## config.mk

```make
export PLATFORM = sky130hd
export DESIGN_NAME = magnetometer_heading_average
export DESIGN_NICKNAME = d
export VERILOG_FILES = /design/src/rtl/core/mha_pkg.sv /design/src/rtl/core/magnetometer_heading_average.sv /design/src/rtl/core/mha_cordic.sv /design/src/rtl/core/mha_average.sv
export SDC_FILE = /design/constraint.sdc
export NUM_CORES = 1
export LEC_CHECK = 0
export ABC_CLOCK_PERIOD_IN_PS = 8900
export BUFFER_PORTS_ARGS = -buffer_cell sky130_fd_sc_hd__buf_2
export CAP_MARGIN = 10
export CORE_ASPECT_RATIO = 1.75
export CORE_MARGIN = 4
export CORE_UTILIZATION = 25
export DETAILED_ROUTE_END_ITERATION = 8
export PLACE_DENSITY = 0.38
export SYNTH_ARGS = -nofsm -noshare
export SYNTH_HDL_FRONTEND = slang
export SYNTH_SLANG_ARGS = --single-unit
```

## constraint.sdc

```tcl
create_clock -name clock -period 8.9 [get_ports clock]
set_input_delay 0.445 -clock clock [delete_from_list [all_inputs] [get_ports clock]]
set_output_delay 0.445 -clock clock [all_outputs]
set_load 0.05 [all_outputs]
```

## src/rtl/core/mha_pkg.sv

```systemverilog
// Shared widths, constants, state types and the arctangent table of the heading block.
package mha_pkg;

   localparam int InWidth       = 16;
   localparam int HeadWidth     = 10;
   localparam int RefWidth      = 9;
   localparam int CsrIndexWidth = 1;
   localparam int CsrDataWidth  = 9;

   localparam int AVERAGE_COUNT = 10;
   localparam int CORDIC_STEPS  = 16;
   localparam int TableLen      = 24;

   localparam int DigitWidth    = 8;
   localparam int CordicWidth   = 40;
   localparam int NumDigits     = CordicWidth / DigitWidth;
   localparam int DigitCntWidth = $clog2(NumDigits);
   localparam int StepWidth     = $clog2(TableLen);
   localparam int IdxWidth      = $clog2(CordicWidth);
   localparam int AngleFrac     = 24;
   localparam int InShift       = 14;
   localparam int ExtWidth      = InWidth + 1;

   localparam int DirWidth      = 11;
   localparam int SumWidth      = 14;
   localparam int QuotWidth     = 13;
   localparam int CountWidth    = 4;
   localparam int QuotCntWidth  = $clog2(QuotWidth);
   localparam int FullCircle    = 360;
   localparam int HalfCircle    = 180;

   localparam int AtanZero = 755357654;

   localparam logic [CordicWidth-1:0] QuarterTurn    = CordicWidth'(2 * AtanZero);
   localparam logic [CordicWidth-1:0] NegQuarterTurn = -QuarterTurn;
   localparam logic [CordicWidth-1:0] HalfTurnScaled = CordicWidth'(HalfCircle) << AngleFrac;

   localparam logic [CsrIndexWidth-1:0] REG_REFERENCE_HEADING = CsrIndexWidth'(0);
   localparam logic [CsrIndexWidth-1:0] REG_REFERENCE_ENABLED = CsrIndexWidth'(1);

   typedef enum logic [1:0] {
      CORDIC_IDLE,
      CORDIC_RUN,
      CORDIC_DONE
   } cordic_state_type;

   typedef enum logic [1:0] {
      AVG_IDLE,
      AVG_DIVIDE,
      AVG_HOLD
   } avg_state_type;

   typedef struct packed {
      logic busy;
      logic done;
   } cordic_status_type;

   typedef struct packed {
      logic busy;
      logic result_valid;
   } avg_status_type;

   function automatic logic [CordicWidth-1:0] atan_entry(input logic [StepWidth-1:0] step);
      logic [CordicWidth-1:0] result;
      case (step)
         5'd0:    result = CordicWidth'(AtanZero);
         5'd1:    result = CordicWidth'(445913661);
         5'd2:    result = CordicWidth'(235608532);
         5'd3:    result = CordicWidth'(119598570);
         5'd4:    result = CordicWidth'(60031368);
         5'd5:    result = CordicWidth'(30044948);
         5'd6:    result = CordicWidth'(15026140);
         5'd7:    result = CordicWidth'(7513529);
         5'd8:    result = CordicWidth'(3756822);
         5'd9:    result = CordicWidth'(1878418);
         5'd10:   result = CordicWidth'(939210);
         5'd11:   result = CordicWidth'(469605);
         5'd12:   result = CordicWidth'(234803);
         5'd13:   result = CordicWidth'(117401);
         5'd14:   result = CordicWidth'(58701);
         5'd15:   result = CordicWidth'(29350);
         5'd16:   result = CordicWidth'(14675);
         5'd17:   result = CordicWidth'(7338);
         5'd18:   result = CordicWidth'(3669);
         5'd19:   result = CordicWidth'(1834);
         5'd20:   result = CordicWidth'(917);
         5'd21:   result = CordicWidth'(459);
         5'd22:   result = CordicWidth'(229);
         5'd23:   result = CordicWidth'(115);
         default: result = '0;
      endcase
      return result;
   endfunction

endpackage

```

## src/rtl/core/magnetometer_heading_average.sv

```systemverilog
// Top level of the magnetometer heading averager: request, result and register ports.
//
// Each request carries one X/Y magnetometer sample. The block turns it into a whole-degree
// heading with a vectoring CORDIC whose three 40-bit datapaths move through 8-bit serial
// adders one digit at a time, taking no new sample until the last is through; a sample
// with Y equal to zero skips the iterations. The optional reference heading is subtracted
// and folded to -179..180, and every AVERAGE_COUNT headings are summed and divided by a
// bit-serial restoring divider. The averaged heading waits in an output register; new
// requests are taken while it waits. Register writes belong in idle periods.
module magnetometer_heading_average
   import mha_pkg::*;
(
   input  logic                     clock,
   input  logic                     reset,

   input  logic                     req_tvalid,
   output logic                     req_tready,
   input  logic [2*InWidth-1:0]     req_tdata,   // mag_x [15:0], mag_y [31:16]

   output logic                     rsp_tvalid,
   input  logic                     rsp_tready,
   output logic [15:0]              rsp_tdata,   // heading_deg [9:0], zero [15:10]

   input  logic                     csr_valid,
   output logic                     csr_ready,
   input  logic [CsrIndexWidth-1:0] csr_index,
   input  logic [CsrDataWidth-1:0]  csr_data
);

   localparam int RspPadWidth = 16 - HeadWidth;

   logic [RefWidth-1:0]         reference_heading_ff;
   logic                        reference_enabled_ff;
   logic                        rsp_tvalid_ff, rsp_tvalid_in;
   logic signed [HeadWidth-1:0] rsp_heading_ff;

   cordic_status_type           cordic_status;
   avg_status_type              avg_status;
   logic signed [HeadWidth-1:0] angle;
   logic signed [HeadWidth-1:0] heading;
   logic                        start, out_free, rsp_load;

   assign csr_ready  = 1'b1;
   assign req_tready = !cordic_status.busy && !avg_status.busy;
   assign start      = req_tvalid && req_tready;
   assign out_free   = !rsp_tvalid_ff || rsp_tready;
   assign rsp_load   = avg_status.result_valid && out_free;
   assign rsp_tvalid = rsp_tvalid_ff;
   assign rsp_tdata  = {RspPadWidth'(0), rsp_heading_ff};

   mha_cordic u_cordic (
      .clock  (clock),
      .reset  (reset),
      .start  (start),
      .mag_x  (signed'(req_tdata[InWidth-1:0])),
      .mag_y  (signed'(req_tdata[2*InWidth-1:InWidth])),
      .status (cordic_status),
      .angle  (angle)
   );

   mha_average u_average (
      .clock             (clock),
      .reset             (reset),
      .angle_valid       (cordic_status.done),
      .angle             (angle),
      .reference_heading (reference_heading_ff),
      .reference_enabled (reference_enabled_ff),
      .out_free          (out_free),
      .status            (avg_status),
      .heading           (heading)
   );

   always_ff @(posedge clock) begin
      if (reset) begin
         reference_heading_ff <= '0;
         reference_enabled_ff <= 1'b0;
      end else if (csr_valid) begin
         case (csr_index)
            REG_REFERENCE_HEADING: reference_heading_ff <= csr_data[RefWidth-1:0];
            REG_REFERENCE_ENABLED: reference_enabled_ff <= csr_data[0];
            default: ;
         endcase
      end
   end

   always_comb begin
      if (rsp_load) begin
         rsp_tvalid_in = 1'b1;
      end else if (rsp_tready) begin
         rsp_tvalid_in = 1'b0;
      end else begin
         rsp_tvalid_in = rsp_tvalid_ff;
      end
   end

   always_ff @(posedge clock) begin
      if (reset) begin
         rsp_tvalid_ff <= 1'b0;
      end else begin
         rsp_tvalid_ff <= rsp_tvalid_in;
      end
   end

   // hold the result until the response is taken
   always_ff @(posedge clock) begin
      if (rsp_load) begin
         rsp_heading_ff <= heading;
      end
   end

endmodule

```

## src/rtl/core/mha_cordic.sv

```systemverilog
// Digit-serial vectoring CORDIC that turns one X/Y sample into a whole-degree angle.
module mha_cordic
   import mha_pkg::*;
(
   input  logic                        clock,
   input  logic                        reset,
   input  logic                        start,
   input  logic signed [InWidth-1:0]   mag_x,
   input  logic signed [InWidth-1:0]   mag_y,
   output cordic_status_type           status,
   output logic signed [HeadWidth-1:0] angle
);

   cordic_state_type state_ff, state_in;

   logic [CordicWidth-1:0]   px_ff, px_in;
   logic [CordicWidth-1:0]   py_ff, py_in;
   logic [CordicWidth-1:0]   z_ff, z_in;
   logic                     cx_ff, cy_ff, cz_ff;
   logic                     sx_ff, sy_ff;
   logic [StepWidth-1:0]     step_ff, step_in;
   logic [DigitCntWidth-1:0] digit_ff, digit_in;

   logic load, advance;
   logic first, last_digit, last_step;
   logic sign_x, sign_y;
   logic cin_x, cin_y, cin_z;
   logic [DigitWidth-1:0]  dx, dy, tab_digit;
   logic [CordicWidth-1:0] tab_word;
   logic [DigitWidth:0]    sum_x, sum_y, sum_z;

   logic                       y_zero;
   logic signed [ExtWidth-1:0] x_ext, y_ext, x_neg, y_neg;
   logic [CordicWidth-1:0]     px_load, py_load, z_load;
   logic                       round_up;

   function automatic logic [DigitWidth-1:0] shifted_digit(
      input logic [CordicWidth-1:0]   word,
      input logic                     sign,
      input logic [StepWidth-1:0]     step,
      input logic [DigitCntWidth-1:0] digit
   );
      logic [DigitWidth-1:0] result;
      logic [IdxWidth-1:0]   pos;
      logic [IdxWidth:0]     reach;
      for (int j = 0; j < DigitWidth; j++) begin
         pos       = IdxWidth'(step) + IdxWidth'(j);
         reach     = {1'b0, pos} + (IdxWidth+1)'(digit) * (IdxWidth+1)'(DigitWidth);
         result[j] = (reach < (IdxWidth+1)'(CordicWidth)) ? word[pos] : sign;
      end
      return result;
   endfunction

   function automatic logic [CordicWidth-1:0] scale_in(input logic signed [ExtWidth-1:0] v);
      return CordicWidth'(v) << InShift;
   endfunction

   // prerotate into the right half plane
   always_comb begin
      y_zero = (mag_y == '0);
      x_ext  = ExtWidth'(mag_x);
      y_ext  = ExtWidth'(mag_y);
      x_neg  = -x_ext;
      y_neg  = -y_ext;
      if (y_zero) begin
         px_load = '0;
         py_load = '0;
         z_load  = mag_x[InWidth-1] ? HalfTurnScaled : '0;
      end else if (!mag_y[InWidth-1]) begin
         px_load = scale_in(y_ext);
         py_load = scale_in(x_ext);
         z_load  = '0;
      end else if (!mag_x[InWidth-1]) begin
         px_load = scale_in(x_ext);
         py_load = scale_in(y_neg);
         z_load  = QuarterTurn;
      end else begin
         px_load = scale_in(x_neg);
         py_load = scale_in(y_ext);
         z_load  = NegQuarterTurn;
      end
   end

   // one digit of the three serial adders
   always_comb begin
      first      = (digit_ff == '0);
      last_digit = (digit_ff == DigitCntWidth'(NumDigits - 1));
      last_step  = (step_ff == StepWidth'(CORDIC_STEPS - 1));
      sign_x     = first ? px_ff[CordicWidth-1] : sx_ff;
      sign_y     = first ? py_ff[CordicWidth-1] : sy_ff;
      dx         = shifted_digit(py_ff, sign_y, step_ff, digit_ff);
      dy         = shifted_digit(px_ff, sign_x, step_ff, digit_ff);
      tab_word   = atan_entry(step_ff)
                   >> ((IdxWidth+1)'(digit_ff) * (IdxWidth+1)'(DigitWidth));
      tab_digit  = tab_word[DigitWidth-1:0];
      cin_x      = first ? sign_y  : cx_ff;
      cin_y      = first ? ~sign_y : cy_ff;
      cin_z      = first ? sign_y  : cz_ff;
      sum_x      = {1'b0, px_ff[DigitWidth-1:0]} + {1'b0, dx ^ {DigitWidth{sign_y}}}
                   + (DigitWidth+1)'(cin_x);
      sum_y      = {1'b0, py_ff[DigitWidth-1:0]} + {1'b0, dy ^ {DigitWidth{~sign_y}}}
                   + (DigitWidth+1)'(cin_y);
      sum_z      = {1'b0, z_ff[DigitWidth-1:0]} + {1'b0, tab_digit ^ {DigitWidth{sign_y}}}
                   + (DigitWidth+1)'(cin_z);
   end

   always_comb begin
      state_in = state_ff;
      case (state_ff)
         CORDIC_IDLE: begin
            if (start) begin
               state_in = y_zero ? CORDIC_DONE : CORDIC_RUN;
            end
         end
         CORDIC_RUN: begin
            if (last_digit && last_step) begin
               state_in = CORDIC_DONE;
            end
         end
         CORDIC_DONE: begin
            state_in = CORDIC_IDLE;
         end
         default: begin
            state_in = CORDIC_IDLE;
         end
      endcase
   end

   always_comb begin
      status.busy = (state_ff != CORDIC_IDLE);
      status.done = (state_ff == CORDIC_DONE);
      load        = (state_ff == CORDIC_IDLE) && start;
      advance     = (state_ff == CORDIC_RUN);
   end

   always_comb begin
      step_in  = step_ff;
      digit_in = digit_ff;
      px_in    = px_ff;
      py_in    = py_ff;
      z_in     = z_ff;
      if (load) begin
         step_in  = '0;
         digit_in = '0;
         px_in    = px_load;
         py_in    = py_load;
         z_in     = z_load;
      end else if (advance) begin
         px_in = {sum_x[DigitWidth-1:0], px_ff[CordicWidth-1:DigitWidth]};
         py_in = {sum_y[DigitWidth-1:0], py_ff[CordicWidth-1:DigitWidth]};
         z_in  = {sum_z[DigitWidth-1:0], z_ff[CordicWidth-1:DigitWidth]};
         if (last_digit) begin
            digit_in = '0;
            step_in  = step_ff + StepWidth'(1);
         end else begin
            digit_in = digit_ff + DigitCntWidth'(1);
         end
      end
   end

   always_ff @(posedge clock) begin
      if (reset) begin
         state_ff <= CORDIC_IDLE;
         step_ff  <= '0;
         digit_ff <= '0;
      end else begin
         state_ff <= state_in;
         step_ff  <= step_in;
         digit_ff <= digit_in;
      end
   end

   always_ff @(posedge clock) begin
      px_ff <= px_in;
      py_ff <= py_in;
      z_ff  <= z_in;
      if (advance) begin
         cx_ff <= sum_x[DigitWidth];
         cy_ff <= sum_y[DigitWidth];
         cz_ff <= sum_z[DigitWidth];
         if (first) begin
            sx_ff <= sign_x;
            sy_ff <= sign_y;
         end
      end
   end

   // truncate toward zero
   always_comb begin
      round_up = z_ff[CordicWidth-1] && (z_ff[AngleFrac-1:0] != '0);
      angle    = signed'(z_ff[AngleFrac+HeadWidth-1:AngleFrac] + HeadWidth'(round_up));
   end

endmodule

```

## src/rtl/core/mha_average.sv

```systemverilog
// Reference fold, group accumulation and bit-serial division of the heading sum.
module mha_average
   import mha_pkg::*;
(
   input  logic                        clock,
   input  logic                        reset,
   input  logic                        angle_valid,
   input  logic signed [HeadWidth-1:0] angle,
   input  logic [RefWidth-1:0]         reference_heading,
   input  logic                        reference_enabled,
   input  logic                        out_free,
   output avg_status_type              status,
   output logic signed [HeadWidth-1:0] heading
);

   localparam logic signed [DirWidth-1:0] DirFull = DirWidth'(FullCircle);
   localparam logic signed [DirWidth-1:0] DirHalf = DirWidth'(HalfCircle);

   avg_state_type state_ff, state_in;

   logic signed [SumWidth-1:0] sum_ff, sum_in;
   logic [CountWidth-1:0]      count_ff, count_in;
   logic [QuotCntWidth-1:0]    bit_ff, bit_in;
   logic [QuotWidth-1:0]       q_ff, q_in;
   logic [CountWidth-1:0]      rem_ff, rem_in;
   logic                       neg_ff, neg_in;

   logic signed [DirWidth-1:0] dir_raw, dir_ref, dir_wrap, dir;
   logic signed [SumWidth-1:0] sum_next, sum_abs;
   logic                       group_end, accumulate, dividing, last_bit;
   logic [CountWidth:0]        trial;
   logic                       trial_ge;
   logic [QuotWidth-1:0]       q_signed;

   always_comb begin
      dir_raw = DirWidth'(angle) + DirHalf;
      dir_ref = dir_raw - signed'(DirWidth'(reference_heading));
      if (dir_ref > DirFull) begin
         dir_wrap = dir_ref - DirFull;
      end else if (dir_ref < 0) begin
         dir_wrap = dir_ref + DirFull;
      end else begin
         dir_wrap = dir_ref;
      end
      if (!reference_enabled) begin
         dir = dir_raw;
      end else if (dir_wrap > DirHalf) begin
         dir = dir_wrap - DirFull;
      end else begin
         dir = dir_wrap;
      end
      sum_next  = sum_ff + SumWidth'(dir);
      sum_abs   = sum_next[SumWidth-1] ? -sum_next : sum_next;
      group_end = (count_ff == CountWidth'(AVERAGE_COUNT - 1));
      last_bit  = (bit_ff == QuotCntWidth'(QuotWidth - 1));
      trial     = {rem_ff, q_ff[QuotWidth-1]};
      trial_ge  = (trial >= (CountWidth+1)'(AVERAGE_COUNT));
      q_signed  = neg_ff ? -q_ff : q_ff;
      heading   = signed'(q_signed[HeadWidth-1:0]);
   end

   always_comb begin
      state_in = state_ff;
      case (state_ff)
         AVG_IDLE: begin
            if (angle_valid && group_end) begin
               state_in = AVG_DIVIDE;
            end
         end
         AVG_DIVIDE: begin
            if (last_bit) begin
               state_in = AVG_HOLD;
            end
         end
         AVG_HOLD: begin
            if (out_free) begin
               state_in = AVG_IDLE;
            end
         end
         default: begin
            state_in = AVG_IDLE;
         end
      endcase
   end

   always_comb begin
      status.busy         = (state_ff != AVG_IDLE);
      status.result_valid = (state_ff == AVG_HOLD);
      accumulate          = (state_ff == AVG_IDLE) && angle_valid;
      dividing            = (state_ff == AVG_DIVIDE);
   end

   always_comb begin
      sum_in   = sum_ff;
      count_in = count_ff;
      bit_in   = bit_ff;
      q_in     = q_ff;
      rem_in   = rem_ff;
      neg_in   = neg_ff;
      if (accumulate) begin
         if (group_end) begin
            sum_in   = '0;
            count_in = '0;
            bit_in   = '0;
            q_in     = sum_abs[QuotWidth-1:0];
            rem_in   = '0;
            neg_in   = sum_next[SumWidth-1];
         end else begin
            sum_in   = sum_next;
            count_in = count_ff + CountWidth'(1);
         end
      end else if (dividing) begin
         bit_in = bit_ff + QuotCntWidth'(1);
         q_in   = {q_ff[QuotWidth-2:0], trial_ge};
         rem_in = trial_ge ? CountWidth'(trial - (CountWidth+1)'(AVERAGE_COUNT))
                           : trial[CountWidth-1:0];
      end
   end

   always_ff @(posedge clock) begin
      if (reset) begin
         state_ff <= AVG_IDLE;
         sum_ff   <= '0;
         count_ff <= '0;
         bit_ff   <= '0;
      end else begin
         state_ff <= state_in;
         sum_ff   <= sum_in;
         count_ff <= count_in;
         bit_ff   <= bit_in;
      end
   end

   always_ff @(posedge clock) begin
      q_ff   <= q_in;
      rem_ff <= rem_in;
      neg_ff <= neg_in;
   end

endmodule

```

# After elaboration in Yosys (flattened, before gate mapping)

Memories as Yosys holds them, arrays and structs flattened. A register that Yosys moved wholly into a read port is not among the register bits.
Cells that the tools add are included.

Bits in registers: 198
Latch bits: 0
RAM bits: 0
Bits in read-only memories: 960
Input port bits: 47
Output and inout bits: 19
Word-level logic and storage cells: 230
Memories kept: 1

Memories:

| name             | words | bits a word | read ports | clocked after memory_dff | write ports | line          | RTL |
|---|---|---|---|---|---|---|---|
| (name not given) | 32    | 30          | 1          | 1                        | 0           | mha_pkg.sv:65 | `case (step)` |

Add/subtract/negate cells: 37
$mul: 0
Divide/modulo/power cells: 0
$lt $le $gt $ge: 20
Equal/unequal tests: 14
Shifts and indexed selects: 1
Muxes and demuxes: 99
Bitwise operators: 5
Reduce and logical (&&, ||, !) cells: 31

Operator list:

| cell                     | count |
|---|---|
| $mux W40                 | 15 |
| $bmux W1 S6              | 14 |
| $lt A7 B6 Y1 const B     | 8 |
| $mux W13                 | 4 |
| $add A6 B6 Y7            | 7 |
| $lt A6 B7 Y1 const B     | 7 |
| $mux W11                 | 4 |
| $shr A40 B6 Y8           | 1 |
| $mux W1                  | 39 |
| $neg A16 Y17             | 2 |
| $mux W32                 | 1 |
| $mux W4                  | 7 |
| $add A8 B8 Y9            | 3 |
| $add A9 B1 Y9            | 3 |
| $add A5 B3 Y6 const B    | 4 |
| $reduce_bool A24 Y1      | 1 |
| $xor A8 B8 Y8            | 3 |
| $sub A11 B10 Y11 const B | 2 |
| $logic_not A16 Y1        | 1 |
| $add A14 B11 Y14         | 1 |
| $mux W14                 | 1 |
| $reduce_and A2 Y1        | 7 |
| $neg A13 Y13             | 1 |
| $add A5 B2 Y6 const B    | 2 |
| other kinds (39)         | 69 |

# Depth between registers and ports, before layout

Gate-level depths: netlist (run 1).

Depth after elaboration: 16
Gate-level depth with buffers: 41

# Modules after synthesis

From an unflattened synthesis (run 1), not the netlist that was laid out.

Cells, all modules: 1936
Area total of the unflattened synthesis: 18963.2 um^2

Modules (own cells, without submodules):

| module                       | times used | cells an instance | area an instance (um^2) |
|---|---|---|---|
| mha_cordic                   | 1          | 1309              | 13678.1 |
| mha_average                  | 1          | 555               | 4400.5 |
| magnetometer_heading_average | 1          | 72                | 884.6 |

# Worst setup path before layout (run 1)

No wires, ideal clock.

Kind: register -> register
From: register u_cordic.z_ff[1]
To: register u_average.q_ff[12] (data pin)
Setup time: 257 ps
Arrival time: 8296 ps
Setup slack: 347 ps
Cell stages (with the launch flop): 40
Buffers on the path: 2
Clock period less this slack: 8553 ps
Cells stage by stage: edfxtp_1 nor4_1 nand4_1 o21a_1 ha_1 ha_1 buf_6 xor2_1 ha_1 a2111oi_0 a21oi_1 xnor2_1 ha_1 o21ai_1 a21boi_1 a2bb2oi_1 xnor2_1 a211oi_2 (+4 left out) nand3_1 o211a_1 o21ai_1 xor2_1 a21oi_1 ha_1 o21ai_0 a21boi_0 o21ai_0 a21boi_0 o21ai_0 a21boi_0 nor2_1 or3b_2 o31ai_1 a21oi_1 mux2i_1 nand2_1

Word-level cells in the longest chain between the ends: 16

RTL lines:

| what                                              | line                                 | RTL |
|---|---|---|
| from (decl)                                       | mha_cordic.sv:18                     | `logic [CordicWidth-1:0] z_ff, z_in;` |
| from (signal assigned)                            | mha_cordic.sv:176                    | `z_ff <= z_in;` |
| $reduce_bool A24 Y1 *                             | mha_cordic.sv:190                    | `round_up = z_ff[CordicWidth-1] && (z_ff[AngleFrac-1:0] != '0);` |
| $logic_and A1 B1 Y1 *                             | mha_cordic.sv:190                    |  |
| $add A10 B1 Y10 *                                 | mha_cordic.sv:191                    | `angle = signed'(z_ff[AngleFrac+HeadWidth-1:AngleFrac] + HeadWidth'(round_up));` |
| $add A10 B9 Y11 *                                 | mha_average.sv:36                    | `dir_raw = DirWidth'(angle) + DirHalf;` |
| $sub A11 B10 Y11                                  | mha_average.sv:37                    | `dir_ref = dir_raw - signed'(DirWidth'(reference_heading));` |
| $add A11 B10 Y11 or $lt A11 B1 Y1 (tied branches) | mha_average.sv:41, mha_average.sv:40 |  |
| $mux W11                                          | mha_average.sv:40                    | `end else if (dir_ref < 0) begin` |
| $mux W11                                          | mha_average.sv:38                    | `if (dir_ref > DirFull) begin` |
| $sub A11 B10 Y11 or $gt A11 B9 Y1 (tied branches) | mha_average.sv:48, mha_average.sv:47 |  |
| $mux W11                                          | mha_average.sv:47                    | `end else if (dir_wrap > DirHalf) begin` |
| $mux W11 *                                        | mha_average.sv:45                    | `if (!reference_enabled) begin` |
| $add A14 B11 Y14 *                                | mha_average.sv:52                    | `sum_next = sum_ff + SumWidth'(dir);` |
| $neg A13 Y13                                      | mha_average.sv:53                    | `sum_abs = sum_next[SumWidth-1] ? -sum_next : sum_next;` |
| $mux W13 *                                        | mha_average.sv:53                    |  |
| $mux W13 *                                        | mha_average.sv:101                   | `if (group_end) begin` |
| $mux W13 *                                        | mha_average.sv:100                   | `if (accumulate) begin` |
| net u_average.q_in[12]                            | mha_average.sv:24                    | `logic [QuotWidth-1:0] q_ff, q_in;` |
| to (signal assigned)                              | mha_average.sv:135                   | `q_ff <= q_in;` |
| to (decl)                                         | mha_average.sv:24                    |  |

Mark *: on every way through the listed nets, which the timed path passes. The rest lies on a longest branch. The select of a mux whose other input is x is not followed.
A chain may end at the register's enable or synchronous reset.

# Final worst setup path (run 1)

From: register u_cordic.z_ff[3]
To: register u_average.q_ff[3] (data pin)

The elaborated chain is that of the path after synthesis.

==> results of run 1 <==
-- stage by stage --
| stage | setup TNS, ns | utilization (%) | instances | hold slack (ns) |
|---|---|---|---|---|
| 2_1_floorplan | 0 | - | 1918 | 0.4363 |
| 3_3_place_gp | -0.1809 | 27.91 | 2919 | 0.4457 |
| 3_5_place_dp | -1.143 | 27.91 | 2919 | 0.4509 |
| 4_1_cts | 0 | 29.14 | 2969 | 0.08212 |
| 5_1_grt | -0.007518 | 29.49 | 2978 | 0.09480 |
| 6_report | 0 | 29.49 | 2979 | 0.1112 |
-- where the power goes --
group	switching [mW]	internal (mW)
logic	2.42	2.11
clock network	0.499	0.627
registers	0.218	1.35
-- worst min path at each step --
stage / start / to / slack, ns / depth (start not counted)
2_1_floorplan: reference_heading_ff[2] / reference_heading_ff[2] / 0.44 / 2
3_3_place_gp: reference_heading_ff[8] / reference_heading_ff[8] / 0.45 / 2
3_5_place_dp: reference_heading_ff[6] / reference_heading_ff[6] / 0.45 / 2
4_1_cts: csr_data[8] / reference_heading_ff[8] / 0.08 / 3
5_1_grt: csr_data[8] / reference_heading_ff[8] / 0.09 / 3
6_report: csr_data[8] / reference_heading_ff[8] / 0.11 / 3
-- worst max-delay path: cells and delay by family (launching register included) --
kind / cells / cell delay (ns)
AO/OA/AOI/OAI: 15 / 2.61
AND/OR/NAND/NOR: 11 / 1.98
multiplexers: 1 / 0.17
flip-flops: 1 / 0.42
adder cells (fa/ha/maj): 4 / 1.07
XOR/XNOR: 4 / 0.77
buffers and inverters: 7 / 1.10
-- cell families after synthesis --
| family | after synthesis | synth area share [%] |
|---|---|---|
| AOI/OAI and AO/OA | 454 | 15.77 |
| other | 2 | 0.04002 |
| muxes | 177 | 17.24 |
| and+or+nand+nor | 606 | 15.64 |
| buffers and inverters | 204 | 4.381 |
| adders and majority gates | 113 | 8.175 |
| DFF | 228 | 32.49 |
| xor gates and xnor gates | 129 | 6.261 |
-- routing by layer --
metal / track usage [%] / wire (um) / vias up / part of all wire [%]
met4: 8.231 / 3726 / 0 / 5.7
met3: 1.401 / 1918 / 124 / 3.0
li1: - / - / 7315 / -
met5: 0 / 0 / - / 0
met1: 15.39 / 21770 / 7592 / 34
met2: 32.88 / 37490 / 328 / 58
-- final cells by class --
cell class | instances | area share [%]
Tap cell | 938 | 5.367
Antenna cell | 1 | 0.01144
Sequential cell | 228 | 27.90
Clock inverter | 18 | 0.6408
Inverter | 93 | 1.596
Clock buffer | 32 | 3.370
Timing Repair Buffer | 183 | 5.790
Multi-Input combinational cell | 1486 | 55.33
-- cells in the final DEF, fill, tap and decap left out, types with 21 or more instances in the layout --
| cell | synthesis | routed |
|---|---|---|
| o21ai_0 | 117 | 114 |
| a21o_1 | 46 | 46 |
| nor2_1 | 133 | 132 |
| nor3_1 | 39 | 38 |
| and2_1 | 47 | 47 |
| dfxtp_1 | 75 | 73 |
| mux2i_1 | 54 | 54 |
| inv_1 | 86 | 86 |
| nand2_1 | 200 | 198 |
| o22ai_1 | 21 | 21 |
| a22oi_1 | 22 | 22 |
| edfxtp_1 | 153 | 153 |
| clkbuf_16 | 0 | 30 |
| nand2b_1 | 31 | 31 |
| xor2_1 | 30 | 29 |
| nor2b_1 | 24 | 24 |
| mux4_2 | 116 | 116 |
| xnor2_1 | 96 | 93 |
| buf_2 | 2 | 58 |
| ha_1 | 97 | 92 |
| buf_4 | 10 | 121 |
| a21oi_1 | 116 | 111 |
| nand3_1 | 41 | 41 |
-- timing repair --
action,CTS,global route
cloned,0,1
buffers inserted,0,8
resized for setup,7,40
pin swaps,0,27
setup endpoints to repair,12,17
==> metrics.txt, run 1 <==
status completed; Die Span X roughly 220 um; Core ar. 74,160 sq um; GRT Overall Usage between 15 and 20%; share of Yosys cell area claimed by the top area cell type between 20 and 25%; Rows 132; clk_skew slightly below 0.02 ns; final instance area approximately 22,000 sq um; FILL cells approximately 7,800; MaxCap Viol Count 0; cell taking the most area after synthesis edfxtp_1; placed cell areas 20,700 sq um; H-Tree Depth 1; most common library cells after synthesis nand2_1, edfxtp_1, nor2_1; clk root buf clkbuf_16; worst path required time approximately 9.2 ns; CTS tree yes; hpwl dp approximately 50,000 um; Max Fclk between 100 and 150 MHz; starting density of the core between 20% and 30%; Post-Syn Area 18,760 sq um; final wirelength around 65,000 um; max-slew violation count 0; relative slew slack approximately 26%; IO Port Bufs 58; ys async rst share 0%; first-pass GRT wire length slightly below 100,000 um; count leader, synth nand2_1; top cells by area, synth edfxtp_1, mux4_2, dfxtp_1; Final ANT Viol Nets 0; sequential area share after synthesis roughly 32%; Setup WS pre-CTS -0.1612 ns; worst-margin pin slew between 1 and 1.5 ns; crit path DAT approximately 8.7 ns; Placer Congestion about 0.89; Final Critical Period ~8.4 ns; Post-synth EDFFs 153; Max stage delay on crit path ~0.47 ns; Via Count 15,360; Top FF cell, synth edfxtp_1; area growth from synthesis to layout 16.54%; cells after synthesis around 1,900; DR DRC count 0; Clock Tree Buf Depth 3; Final Hold Vio Count 0; LEAKAGE approximately 8.4 nW; syn avg cell area roughly 9.8 sq um; Worst Setup End Kind register; vias in the first global route approximately 16,000; crit-path most repeated cell buf_4; footprint of the multi-input gates roughly 12,000 sq um; Final nets around 2,200; endpoints failing setup 0; fin crit share between 90 and 100%; Worst setup SP type register; Die Height between 300 and 400 um; Ports 66; worst hold path class primary input to register; Crit. Startpoint u_cordic.z_ff[3]; layout cells sized above 1 around a fifth; routed length per placed instance 21.79 um; VDD IR max ~0.32 mV; total power 7.236 mW; R2R cell count 42; CP max stage cell or4b_4; DR pass1 iterations 5; power density over the cells between 300 and 400 nW/um^2; CP endpoint u_average.q_ff[3]; R2R setup slack 0.50 ns; Netlist cell types between 90 and 100; fin worst setup slack between 0.5 and 0.6 ns; worst skew pair latency between 0.5 and 0.6 ns; largest net degree at the start of global routing between 70 and 80; critical path peak fanout 8; clk sinks between 200 and 250; number of synthesized register bits between 200 and 250; worst reg2reg endpoint u_average.q_ff[3]; TritonCTS Buffers 27; First DRT Iteration DRCs slightly above 700; Worst-path clk slew 0.06 ns; kind of critical path register to register; Vias/cell between 5 and 6; initial antenna violation count 1; # hold bufs at CTS 0; worst r2r src u_cordic.z_ff[3]; Syn. warnings 0; global route overflow 0; FF/Latch Area 6101 sq um; Die Area 79,680 sq um
(Power assumes the default switching activity.)
==> inputs of run 2 (changes only) <==
--- a/config.mk
+++ b/config.mk
@@ -12,6 +12,7 @@
 export CORE_MARGIN = 4
 export CORE_UTILIZATION = 25
 export DETAILED_ROUTE_END_ITERATION = 8
+export MAX_ROUTING_LAYER = met4
 export PLACE_DENSITY = 0.38
 export SYNTH_ARGS = -nofsm -noshare
 export SYNTH_HDL_FRONTEND = slang
==> run 2 against run 1 <==
  * Sequential power hardly changed
  * Count of clock-buffer cells in the layout is 3 higher
  * Global-route usage is 0.51 points higher
  * Flip-flop and latch count stayed put
  * Die area stayed put
  * Maximum frequency is 0.15% higher
  * Highest routed layer unchanged
==> metrics.txt, run 2 (synthesized netlist as in run 1, its figures left out) <==
R2R cell count 41 (was 42); Die Span X 215.1 um (unchanged); clk root buf clkbuf_16 (unchanged); Worst Setup End Kind register (unchanged); first-pass GRT wire length 98,310 um (was 98,060 um); TritonCTS Buffers 27 (unchanged); CTS tree yes (unchanged); worst skew pair latency 0.57 ns (was 0.58 ns); First DRT Iteration DRCs 773 (was 713); Worst-path clk slew 0.06 ns (about the same); FILL cells 7,753 (was 7,776); initial antenna violation count 1 (unchanged); critical path peak fanout 8 (unchanged); Rows 132 (unchanged); LEAKAGE 8.327 nW (was 8.371 nW); worst reg2reg endpoint u_average.q_ff[1] (was u_average.q_ff[3]); Clock Tree Buf Depth 3 (unchanged); Max stage delay on crit path 0.46 ns (was 0.47 ns); area growth from synthesis to layout 16.01% (was 16.54%); hpwl dp 50,950 um (was 50,660 um); R2R setup slack 0.52 ns (was 0.50 ns); footprint of the multi-input gates 12,100 sq um (about the same); Max Fclk 119.3 MHz (was 119.1 MHz); Vias/cell 5.185 (was 5.156); Placer Congestion 0.9029 (was 0.8933); Final Critical Period 8.383 ns (was 8.396 ns); kind of critical path register to register (unchanged); clk sinks 228 (unchanged); worst hold path class primary input to register (unchanged); WL met3 1838 um (was 1918 um); Ports 66 (unchanged); met2 WL 37,840 um (was 37,490 um); worst path required time 9.21 ns (was 9.23 ns); met1 WL 22,220 um (was 21,770 um); total power 7.186 mW (was 7.236 mW); # hold bufs at CTS 0 (unchanged); DR DRC count 0 (unchanged); DR pass1 iterations 5 (unchanged); most common cell after layout, fill and taps aside nand2_1 (unchanged); Via Count 15,410 (was 15,360); Setup TNS Final 0 ns (unchanged); commonest cells after routing, fill and taps aside nand2_1, edfxtp_1, nor2_1 (unchanged); largest net degree at the start of global routing 71 (unchanged); Hold Path Origin csr_data[2] (was csr_data[8]); clk_skew 0.01011 ns (was 0.01922 ns); IO Port Bufs 58 (unchanged); H-Tree Depth 1 (unchanged); FF/Latch Area 6101 sq um (unchanged); starting density of the core 25.30% (unchanged); layout cells sized above 1 20.46% (was 20.69%); Core ar. 74,160 sq um (unchanged); GRT Overall Usage 16.45% (was 15.94%); crit-path most repeated cell buf_4 (unchanged); hold path cells 3 (unchanged); Final Hold Vio Count 0 (unchanged); endpoints failing setup 0 (unchanged); Worst setup SP type register (unchanged); MaxCap Viol Count 0 (unchanged); power density over the cells 330.1 nW/um^2 (was 330.9 nW/um^2); Die Area 79,680 sq um (unchanged); Final ANT Viol Nets 0 (unchanged); final wirelength 65,580 um (was 64,900 um); vias in the first global route 15,800 (was 16,000); worst r2r src u_cordic.z_ff[3] (unchanged); global route overflow 0 (unchanged); CP max stage cell or4b_4 (unchanged); fin crit share 94.19% (was 94.33%); VDD IR max 0.2808 mV (was 0.3180 mV); status completed (unchanged); max-slew violation count 0 (unchanged); Hold EP reference_heading_ff[2] (was reference_heading_ff[8]); routed length per placed instance 22.07 um (was 21.79 um); Die Height 370.4 um (unchanged); relative slew slack 23.77% (was 25.61%); top sig layer met4 (unchanged); crit path DAT 8.69 ns (was 8.72 ns); Final nets 2,174 (was 2,179); worst-margin pin slew 1.133 ns (was 1.112 ns)
[run 2: area by class of cell]
class	count	area share (%)
clock inverters	13	0.3161
diodes	1	0.01150
multi-input cells	1486	55.60
inverters	93	1.604
flip-flops and latches	228	28.03
repair buffers	178	5.644
well taps	938	5.391
clock buffers	35	3.403
[run 2: report_power, final]
part	internal [mW]	switching, mW	leakage [nW]	total, mW
combinational	2.09	2.45	5.80	4.54
clock	0.583	0.484	0.406	1.07
sequential	1.35	0.219	2.12	1.57
[run 2: worst max path at each step]
stage	endpoint	from	slack (ns)	depth (start not counted)
6_report	u_average.q_ff[1]	u_cordic.z_ff[3]	0.52	41
5_1_grt	u_average.q_ff[12]	u_cordic.z_ff[3]	-0.1	39
4_1_cts	u_average.q_ff[1]	u_cordic.z_ff[0]	0.02	42
3_5_place_dp	u_average.q_ff[1]	u_cordic.z_ff[0]	-0.21	41
3_3_place_gp	u_average.q_ff[1]	u_cordic.z_ff[0]	-0.11	41
2_1_floorplan	u_average.q_ff[12]	u_cordic.z_ff[1]	0.35	39
[run 2: layer usage]
| metal | track usage (%) | vias to the layer above |
|---|---|---|
| met5 | - | - |
| met4 | 8.070 | 0 |
| met3 | 1.729 | 125 |
| met2 | 33.11 | 318 |
| met1 | 15.21 | 7652 |
| li1 | - | 7316 |
[run 2: what timing repair did]
item | in CTS | in global routing
buffers inserted | 0 | 8
setup endpoints to repair | 13 | 16
pin swaps | 1 | 25
gates resized for setup | 9 | 42
gates cloned | 0 | 1
[run 2: critical path, delay by kind of cell (launching register included)]
kind / cells / cell delay (ns)
AOI/OAI and AO/OA: 17 / 2.95
DFF: 1 / 0.43
adders and majority gates: 4 / 1.01
muxes: 1 / 0.23
and+or+nand+nor: 8 / 1.75
xor gates and xnor gates: 4 / 0.76
buffers and inverters: 7 / 0.97
[run 2: metrics by stage]
step / cell area, sq um / instances / worst slack (ns) / util, % / hold slack [ns]
global placement: 20660 / 2914 / -0.1057 / 27.86 / 0.4465
detailed placement: 20660 / 2914 / -0.2109 / 27.86 / 0.4549
floorplan: 18780 / 1918 / 0.3472 / - / 0.4363
CTS: 21510 / 2962 / 0.02291 / 29.01 / 0.07669
finish: 21770 / 2972 / 0.5169 / 29.35 / 0.1113
global route: 21770 / 2972 / -0.09555 / 29.35 / 0.09749
